--- src/hdl/msl_pkg.sv ---
`timescale 1ns / 1ps
// shared types, constants and helpers for the multi-servo slew limiter
// no dependencies; imported by every module of the block

package msl_pkg;

    // channel count and reset pulse
    localparam int SERVO_CHANNELS = 5;
    localparam int PULSE_CENTER   = 1500;

    // field and register widths
    localparam int SERVO_W   = 3;
    localparam int PULSE_W   = 15;
    localparam int REQ_W     = 16;
    localparam int TICKS_W   = 8;
    localparam int STEP_W    = 15;
    localparam int ADDR_W    = 5;
    localparam int APB_W     = 32;
    localparam int REG_IDX_W = 3;

    // stream payload widths, padded to whole bytes
    localparam int IN_BITS   = SERVO_W + 1 + REQ_W;
    localparam int IN_W      = ((IN_BITS + 7) / 8) * 8;
    localparam int OUT_BITS  = SERVO_W + PULSE_W + 1 + 1 + STEP_W;
    localparam int OUT_W     = ((OUT_BITS + 7) / 8) * 8;

    // saturation value of the idle tick counter
    localparam logic [TICKS_W-1:0] IDLE_MAX = '1;

    // request kinds carried on tuser
    localparam logic REQ_TICK = 1'b0;
    localparam logic REQ_LOAD = 1'b1;

    // move flag code
    localparam logic MOVE_CODE = 1'b1;

    // register indexes
    localparam logic [REG_IDX_W-1:0] REG_PULSE_MIN = 3'd0;
    localparam logic [REG_IDX_W-1:0] REG_PULSE_MAX = 3'd1;
    localparam logic [REG_IDX_W-1:0] REG_TIMEOUT   = 3'd2;
    localparam logic [REG_IDX_W-1:0] REG_STEP_BASE = 3'd3;

    // register reset values
    localparam logic [PULSE_W-1:0] PULSE_MIN_RST = 15'd500;
    localparam logic [PULSE_W-1:0] PULSE_MAX_RST = 15'd2500;
    localparam logic [TICKS_W-1:0] TIMEOUT_RST   = 8'd20;
    localparam logic [STEP_W-1:0]  STEP_RST      = 15'd10;

    typedef enum logic {
        ST_IDLE,
        ST_RUN
    } state_t;

    typedef logic [STEP_W-1:0] step_arr_t [SERVO_CHANNELS];

    // configuration seen by the datapath
    typedef struct packed {
        logic [PULSE_W-1:0] pulse_min;
        logic [PULSE_W-1:0] pulse_max;
        logic [TICKS_W-1:0] timeout_ticks;
    } cfg_t;

    // controller to datapath
    typedef struct packed {
        logic               load_req;
        logic               start_tick;
        logic               a_en;
        logic [SERVO_W-1:0] a_idx;
    } cmd_t;

    // datapath to controller
    typedef struct packed {
        logic a_valid;
        logic stall;
    } status_t;

    // low bound is tested first, so an inverted range lands on a bound
    function automatic logic [PULSE_W-1:0] clamp_safe(
        input logic [REQ_W-1:0]   v,
        input logic [PULSE_W-1:0] lo,
        input logic [PULSE_W-1:0] hi
    );
        logic [PULSE_W-1:0] r;
        if (v < REQ_W'(lo)) begin
            r = lo;
        end else if (v > REQ_W'(hi)) begin
            r = hi;
        end else begin
            r = v[PULSE_W-1:0];
        end
        return r;
    endfunction

endpackage

--- src/hdl/multi_servo_slew_limiter_unit.sv ---
`timescale 1ns / 1ps
// top level of the multi-servo slew limiter: register file, controller, datapath
// depends on msl_pkg, msl_cfg, msl_ctrl and msl_dpath

// Five servo channels with slew limiting and a command timeout. A load
// transfer (tuser high) latches one servo's move flag and pulse. A tick
// transfer (tuser low) sends one result per servo, servo zero first, tlast
// on the last; results come one per cycle while the output is not stalled,
// behind a two-stage target/step pipeline and an output register. After a
// tick is accepted the controller walks the five channels through the
// target stage, and the next transfer is accepted once the last channel
// has left it. Output backpressure stalls the walk. Registers are written
// over APB at byte address 4*index.

module multi_servo_slew_limiter_unit (
    input  logic                        aclk,
    input  logic                        aresetn,
    // apb configuration
    input  logic                        psel,
    input  logic                        penable,
    input  logic                        pwrite,
    input  logic [msl_pkg::ADDR_W-1:0]  paddr,
    input  logic [msl_pkg::APB_W-1:0]   pwdata,
    output logic [msl_pkg::APB_W-1:0]   prdata,
    output logic                        pready,
    // requests and ticks
    input  logic                        s_tvalid,
    output logic                        s_tready,
    // servo_index[2:0], move_request[3], cmd_pulse[19:4]
    input  logic [msl_pkg::IN_W-1:0]    s_tdata,
    // req_type[0]
    input  logic                        s_tuser,
    // per-servo results
    output logic                        m_tvalid,
    input  logic                        m_tready,
    // out_servo[2:0], pulse_width[17:3], pulse_changed[18], active[19], step_us[34:20]
    output logic [msl_pkg::OUT_W-1:0]   m_tdata,
    output logic                        m_tlast
);
    import msl_pkg::*;

    cfg_t               cfg;
    step_arr_t          step;
    cmd_t               cmd;
    status_t            st;
    logic [SERVO_W-1:0] req_servo;
    logic               req_move;
    logic [REQ_W-1:0]   req_pulse;

    // unpack the request transfer
    assign req_servo = s_tdata[SERVO_W-1:0];
    assign req_move  = s_tdata[SERVO_W];
    assign req_pulse = s_tdata[SERVO_W+REQ_W:SERVO_W+1];

    msl_cfg u_cfg (
        .aclk    (aclk),
        .aresetn (aresetn),
        .psel    (psel),
        .penable (penable),
        .pwrite  (pwrite),
        .paddr   (paddr),
        .pwdata  (pwdata),
        .prdata  (prdata),
        .pready  (pready),
        .cfg     (cfg),
        .step    (step)
    );

    msl_ctrl u_ctrl (
        .aclk     (aclk),
        .aresetn  (aresetn),
        .s_tvalid (s_tvalid),
        .s_tready (s_tready),
        .s_tuser  (s_tuser),
        .st       (st),
        .cmd      (cmd)
    );

    msl_dpath u_dpath (
        .aclk      (aclk),
        .aresetn   (aresetn),
        .cfg       (cfg),
        .step      (step),
        .cmd       (cmd),
        .st        (st),
        .req_servo (req_servo),
        .req_move  (req_move),
        .req_pulse (req_pulse),
        .m_tvalid  (m_tvalid),
        .m_tready  (m_tready),
        .m_tdata   (m_tdata),
        .m_tlast   (m_tlast)
    );

endmodule

--- src/hdl/msl_cfg.sv ---
`timescale 1ns / 1ps
// apb register file: safe pulse range, timeout and per-servo step sizes
// depends on msl_pkg

module msl_cfg (
    input  logic                        aclk,
    input  logic                        aresetn,
    input  logic                        psel,
    input  logic                        penable,
    input  logic                        pwrite,
    input  logic [msl_pkg::ADDR_W-1:0]  paddr,
    input  logic [msl_pkg::APB_W-1:0]   pwdata,
    output logic [msl_pkg::APB_W-1:0]   prdata,
    output logic                        pready,
    output msl_pkg::cfg_t               cfg,
    output msl_pkg::step_arr_t          step
);
    import msl_pkg::*;

    logic [PULSE_W-1:0]   pulse_min_reg;
    logic [PULSE_W-1:0]   pulse_max_reg;
    logic [TICKS_W-1:0]   timeout_reg;
    logic [STEP_W-1:0]    step_reg [SERVO_CHANNELS];
    logic [REG_IDX_W-1:0] reg_idx;
    logic [REG_IDX_W-1:0] step_idx;
    logic                 step_hit;
    logic                 wr;

    assign pready   = 1'b1;
    assign reg_idx  = paddr[ADDR_W-1:2];
    assign wr       = psel && penable && pwrite;
    assign step_idx = reg_idx - REG_STEP_BASE;
    assign step_hit = (reg_idx >= REG_STEP_BASE) &&
                      (step_idx < REG_IDX_W'(SERVO_CHANNELS));

    // register writes
    always_ff @(posedge aclk) begin
        if (!aresetn) begin
            pulse_min_reg <= PULSE_MIN_RST;
            pulse_max_reg <= PULSE_MAX_RST;
            timeout_reg   <= TIMEOUT_RST;
            for (int i = 0; i < SERVO_CHANNELS; i++) begin
                step_reg[i] <= STEP_RST;
            end
        end else if (wr) begin
            priority if (reg_idx == REG_PULSE_MIN) begin
                pulse_min_reg <= pwdata[PULSE_W-1:0];
            end else if (reg_idx == REG_PULSE_MAX) begin
                pulse_max_reg <= pwdata[PULSE_W-1:0];
            end else if (reg_idx == REG_TIMEOUT) begin
                timeout_reg <= pwdata[TICKS_W-1:0];
            end else if (step_hit) begin
                step_reg[step_idx] <= pwdata[STEP_W-1:0];
            end else begin
                pulse_min_reg <= pulse_min_reg;
            end
        end
    end

    // read mux
    always_comb begin
        priority if (reg_idx == REG_PULSE_MIN) begin
            prdata = APB_W'(pulse_min_reg);
        end else if (reg_idx == REG_PULSE_MAX) begin
            prdata = APB_W'(pulse_max_reg);
        end else if (reg_idx == REG_TIMEOUT) begin
            prdata = APB_W'(timeout_reg);
        end else if (step_hit) begin
            prdata = APB_W'(step_reg[step_idx]);
        end else begin
            prdata = '0;
        end
    end

    assign cfg.pulse_min     = pulse_min_reg;
    assign cfg.pulse_max     = pulse_max_reg;
    assign cfg.timeout_ticks = timeout_reg;
    assign step              = step_reg;

endmodule

--- src/hdl/msl_ctrl.sv ---
`timescale 1ns / 1ps
// controller: accepts transfers and walks the servo channels of a tick
// depends on msl_pkg

module msl_ctrl (
    input  logic                aclk,
    input  logic                aresetn,
    input  logic                s_tvalid,
    output logic                s_tready,
    input  logic                s_tuser,
    input  msl_pkg::status_t    st,
    output msl_pkg::cmd_t       cmd
);
    import msl_pkg::*;

    state_t             state_reg, state_next;
    logic [SERVO_W-1:0] cnt_reg, cnt_next;
    logic               accept;

    // state and channel counter
    always_ff @(posedge aclk) begin
        if (!aresetn) begin
            state_reg <= ST_IDLE;
            cnt_reg   <= '0;
        end else begin
            state_reg <= state_next;
            cnt_reg   <= cnt_next;
        end
    end

    // next state and commands
    always_comb begin
        state_next     = state_reg;
        cnt_next       = cnt_reg;
        s_tready       = 1'b0;
        cmd.load_req   = 1'b0;
        cmd.start_tick = 1'b0;
        cmd.a_en       = 1'b0;
        cmd.a_idx      = cnt_reg;
        accept         = 1'b0;
        unique case (state_reg)
            ST_IDLE: begin
                // wait for the last channel to leave the first stage
                s_tready = !st.a_valid;
                accept   = s_tvalid && s_tready;
                if (accept) begin
                    if (s_tuser == REQ_TICK) begin
                        cmd.start_tick = 1'b1;
                        cnt_next       = '0;
                        state_next     = ST_RUN;
                    end else begin
                        cmd.load_req = 1'b1;
                    end
                end
            end
            ST_RUN: begin
                if (!st.stall) begin
                    cmd.a_en = 1'b1;
                    if (cnt_reg == SERVO_W'(SERVO_CHANNELS - 1)) begin
                        state_next = ST_IDLE;
                    end else begin
                        cnt_next = cnt_reg + 1'b1;
                    end
                end
            end
            default: begin
                state_next = ST_IDLE;
            end
        endcase
    end

endmodule

--- src/hdl/msl_dpath.sv ---
`timescale 1ns / 1ps
// datapath: per-servo state, target stage, step stage and output register
// depends on msl_pkg

module msl_dpath (
    input  logic                        aclk,
    input  logic                        aresetn,
    input  msl_pkg::cfg_t               cfg,
    input  msl_pkg::step_arr_t          step,
    input  msl_pkg::cmd_t               cmd,
    output msl_pkg::status_t            st,
    input  logic [msl_pkg::SERVO_W-1:0] req_servo,
    input  logic                        req_move,
    input  logic [msl_pkg::REQ_W-1:0]   req_pulse,
    output logic                        m_tvalid,
    input  logic                        m_tready,
    output logic [msl_pkg::OUT_W-1:0]   m_tdata,
    output logic                        m_tlast
);
    import msl_pkg::*;

    // per-servo state
    logic [PULSE_W-1:0] cur_reg     [SERVO_CHANNELS];
    logic [PULSE_W-1:0] tgt_reg     [SERVO_CHANNELS];
    logic [PULSE_W-1:0] written_reg [SERVO_CHANNELS];
    logic               moving_reg  [SERVO_CHANNELS];
    logic               lmove_reg   [SERVO_CHANNELS];
    logic [REQ_W-1:0]   lpulse_reg  [SERVO_CHANNELS];
    logic [TICKS_W-1:0] idle_reg;
    logic               timed_out_reg;

    // target stage registers
    logic               a_valid_reg;
    logic [SERVO_W-1:0] a_servo_reg;
    logic [PULSE_W-1:0] a_cur_reg;
    logic [PULSE_W-1:0] a_tgt_reg;
    logic               a_mv_reg;
    logic [STEP_W-1:0]  a_step_reg;

    // output register
    logic               out_valid_reg;
    logic [SERVO_W-1:0] out_servo_reg;
    logic [PULSE_W-1:0] out_pulse_reg;
    logic               out_changed_reg;
    logic               out_active_reg;
    logic [STEP_W-1:0]  out_step_reg;
    logic               out_last_reg;

    logic               en;
    logic               b_en;
    logic               req_ok;

    // target stage signals
    logic [PULSE_W-1:0] a_cur;
    logic [PULSE_W-1:0] lat_clamped;
    logic [PULSE_W-1:0] tgt_new;
    logic [PULSE_W-1:0] tgt_use;
    logic               mv_new;

    // step stage signals
    logic [PULSE_W-1:0] dn_diff;
    logic [PULSE_W-1:0] up_diff;
    logic [PULSE_W-1:0] nc;
    logic [PULSE_W-1:0] ncc;
    logic               at_tgt;
    logic               b_active;
    logic               b_changed;
    logic [STEP_W-1:0]  b_step;

    assign en         = !(out_valid_reg && !m_tready);
    assign b_en       = en && a_valid_reg;
    assign st.a_valid = a_valid_reg;
    assign st.stall   = !en;
    assign req_ok     = req_servo < SERVO_W'(SERVO_CHANNELS);

    // request latch and command timeout
    always_ff @(posedge aclk) begin
        if (!aresetn) begin
            idle_reg      <= '0;
            timed_out_reg <= 1'b0;
            for (int i = 0; i < SERVO_CHANNELS; i++) begin
                lmove_reg[i]  <= 1'b0;
                lpulse_reg[i] <= '0;
            end
        end else begin
            if (cmd.load_req && req_ok) begin
                lmove_reg[req_servo]  <= (req_move == MOVE_CODE);
                lpulse_reg[req_servo] <= req_pulse;
                idle_reg              <= '0;
            end
            if (cmd.start_tick) begin
                timed_out_reg <= (idle_reg >= cfg.timeout_ticks);
                if (idle_reg != IDLE_MAX) begin
                    idle_reg <= idle_reg + 1'b1;
                end
            end
        end
    end

    // target selection for the channel in the first stage
    always_comb begin
        a_cur       = cur_reg[cmd.a_idx];
        lat_clamped = clamp_safe(lpulse_reg[cmd.a_idx], cfg.pulse_min, cfg.pulse_max);
        if (timed_out_reg) begin
            // freeze at the current pulse
            tgt_new = a_cur;
            mv_new  = 1'b0;
        end else if (lmove_reg[cmd.a_idx]) begin
            tgt_new = lat_clamped;
            mv_new  = (lat_clamped != a_cur);
        end else begin
            tgt_new = tgt_reg[cmd.a_idx];
            mv_new  = moving_reg[cmd.a_idx];
        end
        // stepping always heads for the clamped value of the stored target
        tgt_use = clamp_safe(REQ_W'(tgt_new), cfg.pulse_min, cfg.pulse_max);
    end

    // slew step for the channel in the second stage
    always_comb begin
        dn_diff = a_cur_reg - a_tgt_reg;
        up_diff = a_tgt_reg - a_cur_reg;
        if (a_tgt_reg < a_cur_reg) begin
            nc = (dn_diff <= a_step_reg) ? a_tgt_reg : (a_cur_reg - a_step_reg);
        end else if (a_tgt_reg > a_cur_reg) begin
            nc = (up_diff <= a_step_reg) ? a_tgt_reg : (a_cur_reg + a_step_reg);
        end else begin
            nc = a_cur_reg;
        end
        ncc       = clamp_safe(REQ_W'(nc), cfg.pulse_min, cfg.pulse_max);
        at_tgt    = (ncc == a_tgt_reg);
        b_active  = at_tgt ? 1'b0 : a_mv_reg;
        b_step    = at_tgt ? '0 : a_step_reg;
        b_changed = (ncc != written_reg[a_servo_reg]);
    end

    // per-servo state updates from both stages
    always_ff @(posedge aclk) begin
        if (!aresetn) begin
            for (int i = 0; i < SERVO_CHANNELS; i++) begin
                cur_reg[i]     <= PULSE_W'(PULSE_CENTER);
                tgt_reg[i]     <= PULSE_W'(PULSE_CENTER);
                written_reg[i] <= PULSE_W'(PULSE_CENTER);
                moving_reg[i]  <= 1'b0;
            end
        end else begin
            if (cmd.a_en) begin
                tgt_reg[cmd.a_idx]    <= tgt_new;
                moving_reg[cmd.a_idx] <= mv_new;
            end
            if (b_en) begin
                cur_reg[a_servo_reg]    <= ncc;
                moving_reg[a_servo_reg] <= b_active;
                if (b_changed) begin
                    written_reg[a_servo_reg] <= ncc;
                end
            end
        end
    end

    // stage valid bits
    always_ff @(posedge aclk) begin
        if (!aresetn) begin
            a_valid_reg   <= 1'b0;
            out_valid_reg <= 1'b0;
        end else if (en) begin
            a_valid_reg   <= cmd.a_en;
            out_valid_reg <= a_valid_reg;
        end
    end

    // stage payloads
    always_ff @(posedge aclk) begin
        if (cmd.a_en) begin
            a_servo_reg <= cmd.a_idx;
            a_cur_reg   <= a_cur;
            a_tgt_reg   <= tgt_use;
            a_mv_reg    <= mv_new;
            a_step_reg  <= step[cmd.a_idx];
        end
        if (b_en) begin
            out_servo_reg   <= a_servo_reg;
            out_pulse_reg   <= ncc;
            out_changed_reg <= b_changed;
            out_active_reg  <= b_active;
            out_step_reg    <= b_step;
            out_last_reg    <= (a_servo_reg == SERVO_W'(SERVO_CHANNELS - 1));
        end
    end

    assign m_tvalid = out_valid_reg;
    assign m_tlast  = out_last_reg;
    assign m_tdata  = OUT_W'({out_step_reg, out_active_reg, out_changed_reg,
                              out_pulse_reg, out_servo_reg});

    // the two stages never hold the same channel
    a_stage_distinct: assert property (@(posedge aclk) disable iff (!aresetn)
        (cmd.a_en && a_valid_reg) |-> (cmd.a_idx != a_servo_reg))
        else $error("both stages on one servo");

    // a new tick never starts while the first stage still holds a channel
    a_tick_drained: assert property (@(posedge aclk) disable iff (!aresetn)
        cmd.start_tick |-> !a_valid_reg)
        else $error("tick started with busy stage");

    // tlast is carried only by the final channel of a tick
    a_last_servo: assert property (@(posedge aclk) disable iff (!aresetn)
        (out_valid_reg && out_last_reg) |-> (out_servo_reg == SERVO_W'(SERVO_CHANNELS - 1)))
        else $error("tlast on wrong servo");

    // a stalled step stage keeps its channel
    a_stall_hold: assert property (@(posedge aclk) disable iff (!aresetn)
        (a_valid_reg && !en) |=> $stable(a_servo_reg) && a_valid_reg)
        else $error("step stage lost its channel while stalled");

endmodule

--- config.mk ---
export PLATFORM = sky130hd
export DESIGN_NAME = multi_servo_slew_limiter_unit
export DESIGN_NICKNAME = d
export VERILOG_FILES = /design/src/hdl/msl_pkg.sv /design/src/hdl/multi_servo_slew_limiter_unit.sv /design/src/hdl/msl_cfg.sv /design/src/hdl/msl_ctrl.sv /design/src/hdl/msl_dpath.sv
export SDC_FILE = /design/constraint.sdc
export NUM_CORES = 1
export LEC_CHECK = 0
export BUFFER_PORTS_ARGS = -buffer_cell sky130_fd_sc_hd__buf_2
export CAP_MARGIN = 20
export CORE_MARGIN = 2
export CORE_UTILIZATION = 51
export DETAILED_ROUTE_END_ITERATION = 8
export PLACE_DENSITY = 0.8
export SETUP_SLACK_MARGIN = 0.2
export SLEW_MARGIN = 20
export SYNTH_ARGS = -nofsm -noshare
export SYNTH_HDL_FRONTEND = slang
export SYNTH_HIERARCHICAL = 1
export SYNTH_SLANG_ARGS = --single-unit
--- constraint.sdc ---
create_clock -name aclk -period 27.7 [get_ports aclk]
set_clock_uncertainty 0.15 [all_clocks]
set_input_delay 2.77 -clock aclk [delete_from_list [all_inputs] [get_ports aclk]]
set_output_delay 2.77 -clock aclk [all_outputs]
set_load 0.01 [all_outputs]
==> reports/results.tsv <==
metric	value	unit
required	27.87	ns
postPlaceCellArea	0.04042	sq mm
clk_latency	0.65	ns
cp.arrival	11.77	ns
vdd_ir_drop_max	0.06294	mV
ant_nets	0	
slowest_delay	1.00	ns
yosysSeqAreaShare	51.88	%
dominantRegCellSynth	edfxtp_1	
synth-seq-cells	720	
powerDensity	71.13	mW/mm^2
grt_max_degree	91	
async_flop_share	0	%
relSlewSlack	22.32	%
cts.sinks	720	
diodes	0	
grt.busiest_layer	met2	
setup_viol	0	
p_sw	0.9919	mW
finish.instance_area	0.04300	sq mm
cpMaxStageDelayCell	and3_1	
dieArea	0.07860	sq mm
port-buffer-count	98	
slew_viol_final	0	
dieHeight	280.4	um
cts.repair.resized	0	
critPathMaxFanout	19	
cts_max_level	3	
drive_gt1_share	11.52	%
swShare	32.43	%
overflow	0	
fp-row-count	101	
whs	0.3157	ns
worstMarginPinSlew	1.161	ns
first_pass_iters	7	
fin_cells	4641	
synth_edf_count	579	
combPwrFrac	24.8	%
ios	145	
hpwlAfterDp	79.93	mm
path_clk_slew	0.06	ns
grt_usage	29.60	%
clockRootBuffer	clkbuf_16	
rsz0062_at_grt	no	
startpoint_type	flop	
drt_iter0_markers	4012	
fin_tns_setup	0	ns
wirelength	118.2	mm
grt_pass1_vias	28410	
p_int	2.067	mW
drv_cap	0	
fin_crit_sh	41.87	%
use_met3	5.871	%
placed_cells	4500	
antenna_found_initial	3	
postSynthAreaPerCell	11.05	sq um
yosysUniqueCellTypes	101	
crit_path_end_kind	flop	
hp-class	flop to flop	
status	finished clean	
power.leakage	15.97	nW
fp.dieW	280.4	um
postCtsHoldBufs	0	
fill_cells	6211	
synthCells	3524	
power_frac_clock	34.0	%
core_area	0.07582	sq mm
numCtsBuffers	77	
area_growth	10.40	%
gp_congestion	0.9849	
hold_violations	0	
period_minus_slack	11.60	ns
grt_first_pass_wirelength	175.0	mm
vias	29840	
netlist_area	0.03895	sq mm
cts_max_path_buffers	3	
yosys_warnings	6	
drc	0	
use_met1	39.55	%
avgViaCountPerCell	6.431	
cts_tree	built	
fin_nets	3864	
largest_register_ffs	128	
grt_use_met2	45.18	%
crit_type	flop to flop	
wl_per_cell	25.47	um
post_cts.repair.setup_buffers	0	
fmax	0.08622	GHz
initial_utilization	51.37	%
power_frac_seq	41.2	%
crit_buf_inv	4	
cp_top_family	compound AO/OA/AOI/OAI gates	
[Yosys cell counts, drive strengths merged, types with 47 or more instances]
cell    instances  share of area, %
o21ai         126               1.6
clkbuf        154               1.5
mux2i         175               4.5
nand2         364               3.5
nor2b          47              0.77
nand4          49              0.82
edfxtp        579                45
dfxtp         141               7.2
inv           161               1.6
nand3          52              0.73
ha            189               6.1
and2           90               1.4
nor2          278               2.7
xnor2          62               1.4
buf            85               1.4
nand2b         51              0.82
a21oi         166               2.2
a22oi         125               2.4
[cell usage in the layout, fill, tap and decap left out, drive strengths merged, types with 126 or more instances in the layout]
cell type / instances
ha: 189
edfxtp: 579
nor2: 278
dfxtp: 141
inv: 170
buf: 167
mux2i: 175
a21oi: 166
nand2: 364
o21ai: 126
[worst reg2reg max path: cells and delay by family, from the launching register on]
| family | cells | cell delay [ns] |
|---|---|---|
| compound gates | 15 | 4.24 |
| simple gates | 12 | 3.65 |
| fa+ha+maj | 4 | 1.16 |
| buf+inv | 4 | 0.91 |
| flops | 1 | 0.58 |
| mux | 1 | 0.46 |
| xor+xnor | 1 | 0.13 |
[final timing paths]
check / startpoint / to / slack [ns] / cells past startpoint
min: u_dpath/lmove_reg[0]$_DFF_P_ / u_dpath/lmove_reg[0]$_DFF_P_ / 0.32 / 2
max: u_dpath/a_tgt_reg[0]$_DFFE_PP_ / u_dpath/moving_reg[7]$_DFFE_PP_ / 16.10 / 37
max reg2reg: u_dpath/a_tgt_reg[0]$_DFFE_PP_ / u_dpath/moving_reg[7]$_DFFE_PP_ / 16.10 / 37
min reg2reg: u_dpath/lmove_reg[0]$_DFF_P_ / u_dpath/lmove_reg[0]$_DFF_P_ / 0.32 / 2
[power by group through the flow]
| stage | combinational (mW) | sequential, mW | clock [mW] |
|---|---|---|---|
| after floorplan | 0.497 | 1.27 | 0 |
| after global placement | 0.715 | 1.28 | 0 |
| after detailed placement | 0.729 | 1.28 | 0 |
| after CTS | 0.735 | 1.26 | 1.05 |
| after global routing | 0.809 | 1.26 | 1.09 |
| final | 0.758 | 1.26 | 1.04 |
[cells by family after synthesis]
kind of cell | Yosys count | synth area share [%]
AND/OR/NAND/NOR | 1077 | 13.53
AO/OA/AOI/OAI | 795 | 14.18
flip-flops | 720 | 51.88
buffers and inverters | 402 | 4.491
multiplexers | 236 | 7.417
adder cells (fa/ha/maj) | 193 | 6.277
XOR/XNOR | 98 | 2.204
other | 3 | 0.02891
[cell type report]
class	instances	area [sq um]	share of cell area (%)
flip-flops and latches	720	20210	47.01
multi-input cells	2473	17380	40.42
clock buffers	106	2147	4.993
well taps	978	1224	2.846
repair buffers	167	1008	2.345
inverters	163	611.8	1.423
clock inverters	34	414.1	0.9631
[metrics by stage]
stage | utilization [%] | power [mW] | setup WS [ns]
4_1_cts | 56.68 | 3.045 | 16.32
3_3_place_gp | 53.30 | 1.995 | 16.53
6_report | 56.71 | 3.059 | 16.10
2_1_floorplan | - | 1.769 | 18.51
5_1_grt | 56.71 | 3.161 | 15.47
3_5_place_dp | 53.30 | 2.010 | 16.38
[layer usage]
metal	vias up	part of all wire (%)
met2	2018	45
met4	2	6.0
met5	-	0.011
li1	13090	-
met3	392	12
met1	14340	38
Power figures use the tool's default switching activity.
